## config.mk

```make
export PLATFORM = sky130hd
export DESIGN_NAME = line_rasterizer
export DESIGN_NICKNAME = d
export VERILOG_FILES = /design/src/hw/rtl/lr_pkg.sv /design/src/hw/rtl/lr_front.sv /design/src/hw/rtl/lr_queue.sv /design/src/hw/rtl/lr_back.sv /design/src/hw/rtl/line_rasterizer.sv
export SDC_FILE = /design/constraint.sdc
export NUM_CORES = 1
export LEC_CHECK = 0
export BUFFER_PORTS_ARGS = -buffer_cell sky130_fd_sc_hd__buf_2
export CAP_MARGIN = 15
export CORE_MARGIN = 2
export CORE_UTILIZATION = 50
export DETAILED_ROUTE_END_ITERATION = 12
export GPL_ROUTABILITY_DRIVEN = 1
export PLACE_DENSITY = 0.69
export SYNTH_ARGS = -nofsm -noshare
export SYNTH_HDL_FRONTEND = slang
export SYNTH_SLANG_ARGS = --single-unit
export TNS_END_PERCENT = 20
```

## constraint.sdc

```tcl
create_clock -name clk_i -period 5.1 [get_ports clk_i]
set_input_delay 0.51 -clock clk_i [delete_from_list [all_inputs] [get_ports clk_i]]
set_output_delay 0.51 -clock clk_i [all_outputs]
set_load 0.01 [all_outputs]
```

## src/hw/rtl/lr_pkg.sv

```systemverilog
// ----------------------------------------------------------------------------
// lr_pkg
// Shared types and constants of the line rasterizer: coordinate widths,
// opcodes, register indexes and the command passed from front to back.
// ----------------------------------------------------------------------------
package lr_pkg;

  localparam int CoordBits     = 12;
  localparam int WinBits       = 12;
  localparam int ErrBits       = CoordBits + 3;
  localparam int CfgIdxBits    = 1;
  localparam int QueueDepth    = 4;
  localparam int QueuePtrBits  = $clog2(QueueDepth);
  localparam int QueueCntBits  = $clog2(QueueDepth + 1);

  typedef logic signed [CoordBits-1:0] coord_t;
  typedef logic signed [ErrBits-1:0]   err_t;
  typedef logic [WinBits-1:0]          win_t;

  typedef enum logic {
    OP_LOAD = 1'b0,
    OP_STEP = 1'b1
  } lr_op_e;

  typedef enum logic [CfgIdxBits-1:0] {
    CFG_WINDOW_WIDTH  = 1'b0,
    CFG_WINDOW_HEIGHT = 1'b1
  } lr_cfg_e;

  typedef enum logic [1:0] {
    CMD_DROP = 2'd0,
    CMD_LOAD = 2'd1,
    CMD_STEP = 2'd2
  } lr_kind_e;

  typedef struct packed {
    lr_kind_e kind;
    coord_t   col;
    coord_t   row;
    coord_t   major_end;
    err_t     err;
    err_t     inc_keep;
    err_t     inc_move;
    logic     minor_negative;
    logic     x_is_major;
    logic     single;
  } lr_cmd_t;

  typedef struct packed {
    win_t width;
    win_t height;
  } lr_win_t;

endpackage

```

## src/hw/rtl/lr_front.sv

```systemverilog
// ----------------------------------------------------------------------------
// lr_front
// Classifies input items and sets up a line on load: deltas, major axis,
// start endpoint, initial error and the two error increments.
// ----------------------------------------------------------------------------
module lr_front (
  input  logic                     opcode_i,
  input  logic [lr_pkg::CoordBits-1:0] start_x_i,
  input  logic [lr_pkg::CoordBits-1:0] start_y_i,
  input  logic [lr_pkg::CoordBits-1:0] end_x_i,
  input  logic [lr_pkg::CoordBits-1:0] end_y_i,
  input  logic                     start_visible_i,
  input  logic                     end_visible_i,
  output lr_pkg::lr_cmd_t          cmd_o
);
  import lr_pkg::*;

  logic signed [CoordBits:0] dx, dy;
  logic [CoordBits-1:0]      adx, ady;
  logic [CoordBits-1:0]      a_major, a_minor;
  logic                      x_major;
  logic                      swap;
  coord_t                    sx, sy, ex, ey;
  coord_t                    start_major;

  always_comb begin
    sx = coord_t'(start_x_i);
    sy = coord_t'(start_y_i);
    ex = coord_t'(end_x_i);
    ey = coord_t'(end_y_i);
    dx = $signed({ex[CoordBits-1], ex}) - $signed({sx[CoordBits-1], sx});
    dy = $signed({ey[CoordBits-1], ey}) - $signed({sy[CoordBits-1], sy});
    adx = dx[CoordBits] ? CoordBits'(-dx) : dx[CoordBits-1:0];
    ady = dy[CoordBits] ? CoordBits'(-dy) : dy[CoordBits-1:0];
    x_major = (ady <= adx);
    a_major = x_major ? adx : ady;
    a_minor = x_major ? ady : adx;
    swap = x_major ? (ex < sx) : (ey < sy);

    cmd_o.kind = CMD_STEP;
    if (opcode_i == OP_LOAD) begin
      cmd_o.kind = (start_visible_i && end_visible_i) ? CMD_LOAD : CMD_DROP;
    end
    cmd_o.col = swap ? ex : sx;
    cmd_o.row = swap ? ey : sy;
    if (x_major) begin
      cmd_o.major_end = swap ? sx : ex;
      start_major     = cmd_o.col;
    end else begin
      cmd_o.major_end = swap ? sy : ey;
      start_major     = cmd_o.row;
    end
    cmd_o.single   = (start_major == cmd_o.major_end);
    cmd_o.err      = err_t'({a_minor, 1'b0}) - err_t'(a_major);
    cmd_o.inc_keep = err_t'({a_minor, 1'b0});
    cmd_o.inc_move = err_t'({a_minor, 1'b0}) - err_t'({a_major, 1'b0});
    cmd_o.minor_negative = !((dx[CoordBits] && dy[CoordBits]) ||
                             (!dx[CoordBits] && (dx != '0) &&
                              !dy[CoordBits] && (dy != '0)));
    cmd_o.x_is_major = x_major;
  end

endmodule

```

## src/hw/rtl/lr_queue.sv

```systemverilog
// ----------------------------------------------------------------------------
// lr_queue
// Short command queue between front and back so each side stalls on its own.
// ----------------------------------------------------------------------------
module lr_queue (
  input  logic             clk_i,
  input  logic             rst_ni,
  input  logic             push_i,
  input  lr_pkg::lr_cmd_t  cmd_i,
  output logic             full_o,
  input  logic             pop_i,
  output logic             valid_o,
  output lr_pkg::lr_cmd_t  cmd_o
);
  import lr_pkg::*;

  lr_cmd_t                 mem_q [QueueDepth];
  logic [QueuePtrBits-1:0] wr_ptr_q, wr_ptr_d;
  logic [QueuePtrBits-1:0] rd_ptr_q, rd_ptr_d;
  logic [QueueCntBits-1:0] count_q, count_d;
  logic                    do_push, do_pop;

  assign full_o  = (count_q == QueueCntBits'(QueueDepth));
  assign valid_o = (count_q != '0);
  assign cmd_o   = mem_q[rd_ptr_q];
  assign do_push = push_i && !full_o;
  assign do_pop  = pop_i && valid_o;

  always_comb begin
    wr_ptr_d = do_push ? wr_ptr_q + 1'b1 : wr_ptr_q;
    rd_ptr_d = do_pop ? rd_ptr_q + 1'b1 : rd_ptr_q;
    count_d  = count_q;
    if (do_push && !do_pop) begin
      count_d = count_q + 1'b1;
    end else if (!do_push && do_pop) begin
      count_d = count_q - 1'b1;
    end
  end

  always_ff @(posedge clk_i or negedge rst_ni) begin
    if (!rst_ni) begin
      wr_ptr_q <= '0;
      rd_ptr_q <= '0;
      count_q  <= '0;
    end else begin
      wr_ptr_q <= wr_ptr_d;
      rd_ptr_q <= rd_ptr_d;
      count_q  <= count_d;
    end
  end

  always_ff @(posedge clk_i) begin
    if (do_push) begin
      mem_q[wr_ptr_q] <= cmd_i;
    end
  end

endmodule

```

## src/hw/rtl/lr_back.sv

```systemverilog
// ----------------------------------------------------------------------------
// lr_back
// Holds the line state, walks the line one pixel per command and keeps
// the result in an output register.
// ----------------------------------------------------------------------------
module lr_back (
  input  logic                         clk_i,
  input  logic                         rst_ni,
  input  lr_pkg::lr_win_t              win_i,
  input  logic                         cmd_valid_i,
  input  lr_pkg::lr_cmd_t              cmd_i,
  output logic                         cmd_pop_o,
  output logic                         out_valid_o,
  input  logic                         out_stall_i,
  output logic [lr_pkg::CoordBits-1:0] pixel_x_o,
  output logic [lr_pkg::CoordBits-1:0] pixel_y_o,
  output logic                         pixel_valid_o,
  output logic                         on_screen_o,
  output logic                         last_o
);
  import lr_pkg::*;

  coord_t col_q, col_d, row_q, row_d, major_end_q, major_end_d;
  err_t   err_q, err_d, inc_keep_q, inc_keep_d, inc_move_q, inc_move_d;
  logic   minor_neg_q, minor_neg_d, x_major_q, x_major_d;
  logic   active_q, active_d;

  logic   out_valid_q;
  coord_t px_q, px_d, py_q, py_d;
  logic   pvalid_q, pvalid_d, on_q, on_d, last_q, last_d;

  coord_t step;
  logic   keep;
  logic   last;

  assign cmd_pop_o = cmd_valid_i && (!out_valid_q || !out_stall_i);

  always_comb begin
    col_d       = col_q;
    row_d       = row_q;
    major_end_d = major_end_q;
    err_d       = err_q;
    inc_keep_d  = inc_keep_q;
    inc_move_d  = inc_move_q;
    minor_neg_d = minor_neg_q;
    x_major_d   = x_major_q;
    active_d    = active_q;
    step        = minor_neg_q ? '1 : coord_t'(1);
    keep        = x_major_q ? err_q[ErrBits-1] : (err_q[ErrBits-1] || (err_q == '0));
    last        = 1'b1;
    pvalid_d    = 1'b0;

    case (cmd_i.kind)
      CMD_DROP: begin
        active_d = 1'b0;
      end
      CMD_LOAD: begin
        col_d       = cmd_i.col;
        row_d       = cmd_i.row;
        major_end_d = cmd_i.major_end;
        err_d       = cmd_i.err;
        inc_keep_d  = cmd_i.inc_keep;
        inc_move_d  = cmd_i.inc_move;
        minor_neg_d = cmd_i.minor_negative;
        x_major_d   = cmd_i.x_is_major;
        last        = cmd_i.single;
        active_d    = !cmd_i.single;
        pvalid_d    = 1'b1;
      end
      CMD_STEP: begin
        if (active_q) begin
          if (x_major_q) begin
            col_d = col_q + coord_t'(1);
            if (!keep) begin
              row_d = row_q + step;
            end
            last = (col_d >= major_end_q);
          end else begin
            row_d = row_q + coord_t'(1);
            if (!keep) begin
              col_d = col_q + step;
            end
            last = (row_d >= major_end_q);
          end
          err_d    = err_q + (keep ? inc_keep_q : inc_move_q);
          active_d = !last;
          pvalid_d = 1'b1;
        end
      end
      default: begin
        active_d = active_q;
      end
    endcase

    px_d   = pvalid_d ? col_d : '0;
    py_d   = pvalid_d ? row_d : '0;
    last_d = last;
    on_d   = pvalid_d && !col_d[CoordBits-1] && !row_d[CoordBits-1] &&
             (WinBits'(col_d[CoordBits-2:0]) < win_i.width) &&
             (WinBits'(row_d[CoordBits-2:0]) < win_i.height);
  end

  always_ff @(posedge clk_i or negedge rst_ni) begin
    if (!rst_ni) begin
      col_q       <= '0;
      row_q       <= '0;
      major_end_q <= '0;
      err_q       <= '0;
      inc_keep_q  <= '0;
      inc_move_q  <= '0;
      minor_neg_q <= 1'b0;
      x_major_q   <= 1'b0;
      active_q    <= 1'b0;
      out_valid_q <= 1'b0;
    end else begin
      if (cmd_pop_o) begin
        col_q       <= col_d;
        row_q       <= row_d;
        major_end_q <= major_end_d;
        err_q       <= err_d;
        inc_keep_q  <= inc_keep_d;
        inc_move_q  <= inc_move_d;
        minor_neg_q <= minor_neg_d;
        x_major_q   <= x_major_d;
        active_q    <= active_d;
        out_valid_q <= 1'b1;
      end else if (!out_stall_i) begin
        out_valid_q <= 1'b0;
      end
    end
  end

  always_ff @(posedge clk_i) begin
    if (cmd_pop_o) begin
      px_q     <= px_d;
      py_q     <= py_d;
      pvalid_q <= pvalid_d;
      on_q     <= on_d;
      last_q   <= last_d;
    end
  end

  assign out_valid_o   = out_valid_q;
  assign pixel_x_o     = px_q;
  assign pixel_y_o     = py_q;
  assign pixel_valid_o = pvalid_q;
  assign on_screen_o   = on_q;
  assign last_o        = last_q;

endmodule

```

## src/hw/rtl/line_rasterizer.sv

```systemverilog
// ----------------------------------------------------------------------------
// line_rasterizer
// Bresenham line generator, one result item per input item.
//
// Input channel (in_valid_i / in_stall_o): opcode 0 loads a line from two
// signed endpoints and returns its first pixel; opcode 1 returns the next
// pixel. A load with an invisible endpoint, or a step with no line in
// progress, returns an empty item (pixel_valid 0, last 1).
// Output channel (out_valid_o / out_stall_i): pixel position, on-screen
// flag against the window registers, and a last marker.
// Config port: cfg_we_i writes window width (index 0) or height (index 1).
// An accepted item is written into the command queue, then into the back-end
// output register. Throughput is one item per cycle while the receiver does
// not stall. A 4-entry command queue separates the front-end setup from the
// walker, so the input keeps accepting items while a result waits on a
// stalled receiver; in_stall_o rises only once that queue is full.
// Reset empties the queue, drops any line in progress and sets the window
// to 1920 x 1080.
// ----------------------------------------------------------------------------
module line_rasterizer (
  input  logic                          clk_i,
  input  logic                          rst_ni,
  input  logic                          cfg_we_i,
  input  logic [lr_pkg::CfgIdxBits-1:0] cfg_index_i,
  input  logic [lr_pkg::WinBits-1:0]    cfg_wdata_i,
  input  logic                          in_valid_i,
  output logic                          in_stall_o,
  input  logic                          opcode_i,
  input  logic [lr_pkg::CoordBits-1:0]  start_x_i,
  input  logic [lr_pkg::CoordBits-1:0]  start_y_i,
  input  logic [lr_pkg::CoordBits-1:0]  end_x_i,
  input  logic [lr_pkg::CoordBits-1:0]  end_y_i,
  input  logic                          start_visible_i,
  input  logic                          end_visible_i,
  output logic                          out_valid_o,
  input  logic                          out_stall_i,
  output logic [lr_pkg::CoordBits-1:0]  pixel_x_o,
  output logic [lr_pkg::CoordBits-1:0]  pixel_y_o,
  output logic                          pixel_valid_o,
  output logic                          on_screen_o,
  output logic                          last_o
);
  import lr_pkg::*;

  lr_win_t win_q;
  lr_cmd_t front_cmd, head_cmd;
  logic    q_full, q_valid, q_pop;

  always_ff @(posedge clk_i or negedge rst_ni) begin
    if (!rst_ni) begin
      win_q.width  <= WinBits'(1920);
      win_q.height <= WinBits'(1080);
    end else if (cfg_we_i) begin
      case (lr_cfg_e'(cfg_index_i))
        CFG_WINDOW_WIDTH:  win_q.width  <= cfg_wdata_i;
        CFG_WINDOW_HEIGHT: win_q.height <= cfg_wdata_i;
        default:           win_q        <= win_q;
      endcase
    end
  end

  assign in_stall_o = q_full;

  lr_front u_front (
    .opcode_i        (opcode_i),
    .start_x_i       (start_x_i),
    .start_y_i       (start_y_i),
    .end_x_i         (end_x_i),
    .end_y_i         (end_y_i),
    .start_visible_i (start_visible_i),
    .end_visible_i   (end_visible_i),
    .cmd_o           (front_cmd)
  );

  lr_queue u_queue (
    .clk_i   (clk_i),
    .rst_ni  (rst_ni),
    .push_i  (in_valid_i),
    .cmd_i   (front_cmd),
    .full_o  (q_full),
    .pop_i   (q_pop),
    .valid_o (q_valid),
    .cmd_o   (head_cmd)
  );

  lr_back u_back (
    .clk_i         (clk_i),
    .rst_ni        (rst_ni),
    .win_i         (win_q),
    .cmd_valid_i   (q_valid),
    .cmd_i         (head_cmd),
    .cmd_pop_o     (q_pop),
    .out_valid_o   (out_valid_o),
    .out_stall_i   (out_stall_i),
    .pixel_x_o     (pixel_x_o),
    .pixel_y_o     (pixel_y_o),
    .pixel_valid_o (pixel_valid_o),
    .on_screen_o   (on_screen_o),
    .last_o        (last_o)
  );

endmodule
```

== After elaboration in Yosys (flattened, before gate mapping) ==
Memory sizes are Yosys's and may differ from the RTL's.
Cells that the tools add are included.
Operators by class
  magnitude comparators: 7
  mux-type cells: 41
  bitwise logic cells: 1
  reductions and logical operators: 42
  add/sub/neg operators: 15
  equal/unequal tests: 6
Operator list (count)
  $mux 12: 17
  $lt 12x12->1: 4
  $pmux 12 s2: 2
  $mux 15: 2
  $pmux 15 s2: 1
  $reduce_bool 13->1: 2
  $sub 12x12->13: 2
  $add 12x12->12: 2
  $add 12x2->12 const B: 2
  $ge 12x12->1: 2
  $neg 12->12: 2
  $add 15x15->15: 1
  $logic_not 15->1: 1
  $logic_and 1x1->1: 14
  $sub 13x12->14: 1
  $sub 13x13->14: 1
  $mux 1: 13
  $eq 12x12->1: 1
  $le 12x12->1: 1
  $logic_not 1->1: 12
  $reduce_and 2->1: 4
  $mux 3: 2
  $reduce_bool 3->1: 2
  $add 2x1->2 const B: 2
  other kinds (14): 19
Storage, ports and cells
  word-level logic and storage cells: 133
  flip-flop bits (word level): 143
  RAM bits: 332
  memories kept: 1
Memory list
  u_queue.mem_q: words 4, bits a word 83, rd ports 1, clocked after memory_dff 0, wr ports 1, line lr_queue.sv:17  | lr_cmd_t mem_q [QueueDepth];

== Depth between registers and ports, before layout ==
  depth after elaboration: 12
  gate-level depth with buffers: 34
  depth with buffers taken out: 29

== Hierarchy ==
A second synthesis with hierarchy kept.
Unflattened totals
  cell total of the unflattened synthesis: 2223
  area, all modules: 27442.6 µm²
Modules (own cells, without submodules)
  lr_queue: cells each 485, area each 12821.0 µm², instances 1
  lr_back: cells each 992, area each 8772.2 µm², instances 1
  lr_front: cells each 694, area each 4885.9 µm², instances 1
  line_rasterizer: cells each 52, area each 963.4 µm², instances 1

== Worst setup path after synthesis ==
Ideal clock, no wire load.
  path kind: input port to flip-flop
  start: input port end_x_i[0] (netlist name)
  end: memory u_queue.mem_q[0][42] (netlist name) (data pin)
  path buffers: 5
  library setup time: 0.217 ns
  stages on the path: 32
  arrival time: 7.116 ns
  setup slack: -2.232 ns
  required time: 4.883 ns
  cell sequence: inv_1 -> ha_1 -> fa_1 -> nand2b_1 -> a211o_1 -> and2_2 -> xnor2_1 -> a211oi_1 -> a21oi_1 -> xor2_1 -> ha_1 -> buf_4 -> a21oi_1 -> o21bai_1 -> a221o_1 -> o21a_1 -> inv_1 -> clkbuf_8 -> buf_6 -> clkbuf_1 -> clkbuf_1 -> o21ai_0 -> ha_1 -> nor2b_1 -> o21ai_0 -> nand2b_1 -> maj3_2 -> o2bb2ai_1 -> a2111oi_4 -> nor4_2 -> o211a_1 -> a211oi_1
RTL lines
  start: declaration: line line_rasterizer.sv:31  | input logic [lr_pkg::CoordBits-1:0] end_x_i,
  end: declaration: line lr_queue.sv:17

==> metrics.md <==
| Metric | Value |
|---|---|
| Status | `finished with violations` |
| Failing checks | `setup timing` |
| Netlist cell types | `101` |
| Sequential share of the synthesized area | `0.507` |
| Synthesis warning total | `0` |
| Max cap viols | `0` |
| Dpl ws | `-1.81 ns` |
| Simple-gate share of the synthesized area | `0.0995` |
| Post-synthesis mux area share | `0.121` |
| GPL Wtd Cong | `0.986` |
| Worst hold slack | `0.133 ns` |
| Clk sinks | `458` |
| Crit path buf inv count | `8` |
| CTS tree | `done` |
| Rel. slew slack | `0.378` |
| Max VDD drop | `0.374 mV` |
| Syn Inst Count | `2,156` |
| Startpoint types | `primary input` |
| Synth top cells by count | `347 x edfxtp_1, 192 x nand2_1, 138 x ha_1` |
| Final count of pins violating max slew | `0` |
| Vias in the first global route | `19,800` |
| Endpoint type of the worst setup path | `flip-flop` |
| FMAX | `167 MHz` |
| Fin cells | `3,393` |
| Clock Latency Late Sink | `0.60 ns` |
| Fraction of the mapped netlist area in adder cells | `0.0725` |
| Period utilization | `1.18` |
| Initial antenna violation count | `5` |
| Synth Area in Compound Gates | `0.123` |
| Syn Area/Cell | `12.1 µm²` |
| Largest family of logic cells by synthesized area | `compound AO/OA/AOI/OAI gates` |
| Delay-heaviest family, CP | `compound AO/OA/AOI/OAI gates` |
| Post-synth ARST share | `0.242` |
| PortBufs | `97` |
| Starting Density | `0.507` |
| Clk_skew | `0.0199 ns` |
| Required @ worst endpoint | `5.50 ns` |
| Unrepaired setup endpoints after global routing | `yes` |
| TritonCTS buffer count | `47` |
| Post-synthesis cell area | `26,000 µm²` |
| Clock root buffer | `clkbuf_16` |
| Post-synth top area cell | `edfxtp_1` |
| Slew @ Worst Pin | `0.933 ns` |
| Path type of the worst min-delay path | `in -> reg` |
| All-Layer GR Usage | `0.277` |
| Final critical-path required period | `6.00 ns` |
| Die height | `232 µm` |
| Largest net degree at the start of global routing | `75` |
| Reg clk slew, reported paths | `0.06 ns` |
| Cell Pwr Density | `757 nW/µm²` |
| Synth-to-layout area growth | `26.6%` |
| Critical path type | `in -> reg` |
| Hpwl dp | `53.1 mm` |
| Drt initial violations | `1,606` |
| Top cells by area, synth | `edfxtp_1 40%, dfrtp_1 9.9%, mux4_2 6.9%` |
| Final Hold Violating Endpoints | `0` |
| Vias | `19,600` |
| Residual DRC | `0` |
| Die W | `232 µm` |
| Synth Register Bits | `458` |
| First-pass GRT wire length | `115 mm` |
| Main flop type after synthesis | `edfxtp_1` |
| Pre-antenna DRT Iters | `8` |
| Slowest stage delay, CP | `0.40 ns` |
| Most numerous cell on the critical path | `buf_4` |
| Antenna Nets Post-Route | `0` |
| EDFF count, synth | `347` |
| Site row count | `83` |
| Clock buffer depth | `3` |
| Placed Cells | `3,259` |
| Final setup fails | `221` |
| Count leader, synth | `edfxtp_1` |
| Share of the synthesized area in the top cell type | `0.400` |
| XOR/XNOR Fraction of Synth Area | `0.0422` |
| Min setup slack post-route | `-0.897 ns` |
| Layout fillers | `3,860` |
| WP data arrival | `6.39 ns` |
| Setup tns final | `-45.89 ns` |
| Overall power | `0.0250 W` |
| Die area | `53,900 µm²` |
| GR Overflow Total | `0` |
| Post-DR vias/cell | `5.78` |
| WL/cell | `21.7 µm` |
| Ports | `98` |
| Max stage delay cell, worst path | `fa_2` |
| Worst-path fanout max | `7` |
| Layout cells sized above 1 | `0.343` |
| Core Area | `51,400 µm²` |
| Nets | `2,887` |
| Syn nets | `2,370` |
| Pleak | `13.7 nW` |
| H-tree depth | `2` |
| Final wirelength | `73.6 mm` |
-- final cells by class --
type	instances	area, µm²	share of cell area
antenna	2	5.00	0.000152
clock buffer	63	1270	0.0384
clock inverter	24	256	0.00778
inverter	132	508	0.0154
multi-input combinational	1478	12700	0.385
sequential	458	13200	0.401
tap	680	851	0.0258
timing repair buffer	556	4160	0.126
-- report_power, final --
group	internal, W	total, W	switching (W)
combinational	0.00662	0.0146	0.00800
sequential	0.00635	0.00696	0.000603
clock	0.00196	0.00340	0.00144
-- layout by cell type (no fill, tap or decap), types with 9 or more instances in the layout --
cell type	count
mux2_2	67
xnor2_1	56
nand2_1	190
nor2_1	95
nand2b_1	13
clkbuf_1	13
a31oi_1	9
a21o_1	40
o211ai_1	13
nand4_1	16
inv_1	123
clkbuf_16	47
xor2_1	50
a21oi_1	86
buf_2	94
xnor2_2	13
and2_1	24
dfrtp_1	101
nor2b_1	13
o21ai_0	112
or3_1	13
clkinv_1	10
nor4_1	15
o21ai_1	9
nand3_1	42
buf_6	25
a211oi_1	15
buf_4	427
and3_1	15
o31ai_1	9
edfxtp_1	347
mux2i_1	53
nor3_1	31
o21bai_1	18
ha_1	131
mux4_2	80
-- final timing paths --
path	from	end	slack, ns	cells after the start
hold reg to reg	u_back.out_valid_o	u_back.out_valid_o	0.49	2
setup / recovery	end_x_i[0]	u_queue.mem_q[0][42]	-0.90	33
hold / removal	out_stall_i	u_back.out_valid_o	0.13	3
max in group asynchronous	rst_ni	u_queue.rd_ptr_q[0]	3.64	3
min in group asynchronous	rst_ni	win_q[18]	0.38	2
setup reg to reg	u_back.minor_neg_q	u_back.on_screen_o	-0.15	20
-- tightest hold or removal path, cell delays in order --
cell,delay (ns)
buf_2,0.09
nand2_1,0.05
nand2_1,0.05
-- cells by family (layout without fill, tap and decap cells) --
group / Yosys count / in the layout
flip-flops: 458 / 458
XOR/XNOR: 123 / 123
other: 0 / 2
multiplexers: 207 / 207
buffers and inverters: 220 / 775
adder cells (fa/ha/maj): 147 / 147
AND/OR/NAND/NOR: 535 / 535
AO/OA/AOI/OAI: 466 / 466
-- registers in the layout, indices dropped and copies added (netlist names), 2 cells and up --
name and count:
u_back.pixel_y_o 12, u_back.row_q 12, win_q 24, u_back.col_q 12, u_queue.rd_ptr_q 2, u_queue.wr_ptr_q 2, u_queue.count_q 3, u_queue.mem_q 320
u_back.pixel_x_o 12, u_back.major_end_q 12, u_back.inc_move_q 13, u_back.err_q 15, u_back.inc_keep_q 12
-- stage by stage --
step | utilization | area [µm²]
2_1_floorplan | - | 26200
3_3_place_gp | 0.590 | 30300
3_5_place_dp | 0.590 | 30300
4_1_cts | 0.636 | 32700
5_1_grt | 0.641 | 33000
6_report | 0.641 | 33000
-- per-layer routing --
metal	track usage	part of all wire
met2	0.445	0.47
met5	0	0.00056
met4	0.0775	0.026
met1	0.392	0.44
met3	0.0424	0.062
-- what timing repair did --
action                     in CTS  in global routing
pin swaps                      38                 33
hold endpoints to repair       20                  0
hold buffers                    1                  0
setup buffers                  39                 12
setup endpoints to repair     224                234
gates cloned                    2                  0
resized for setup             111                 39
Power figures use the tool's default switching activity.
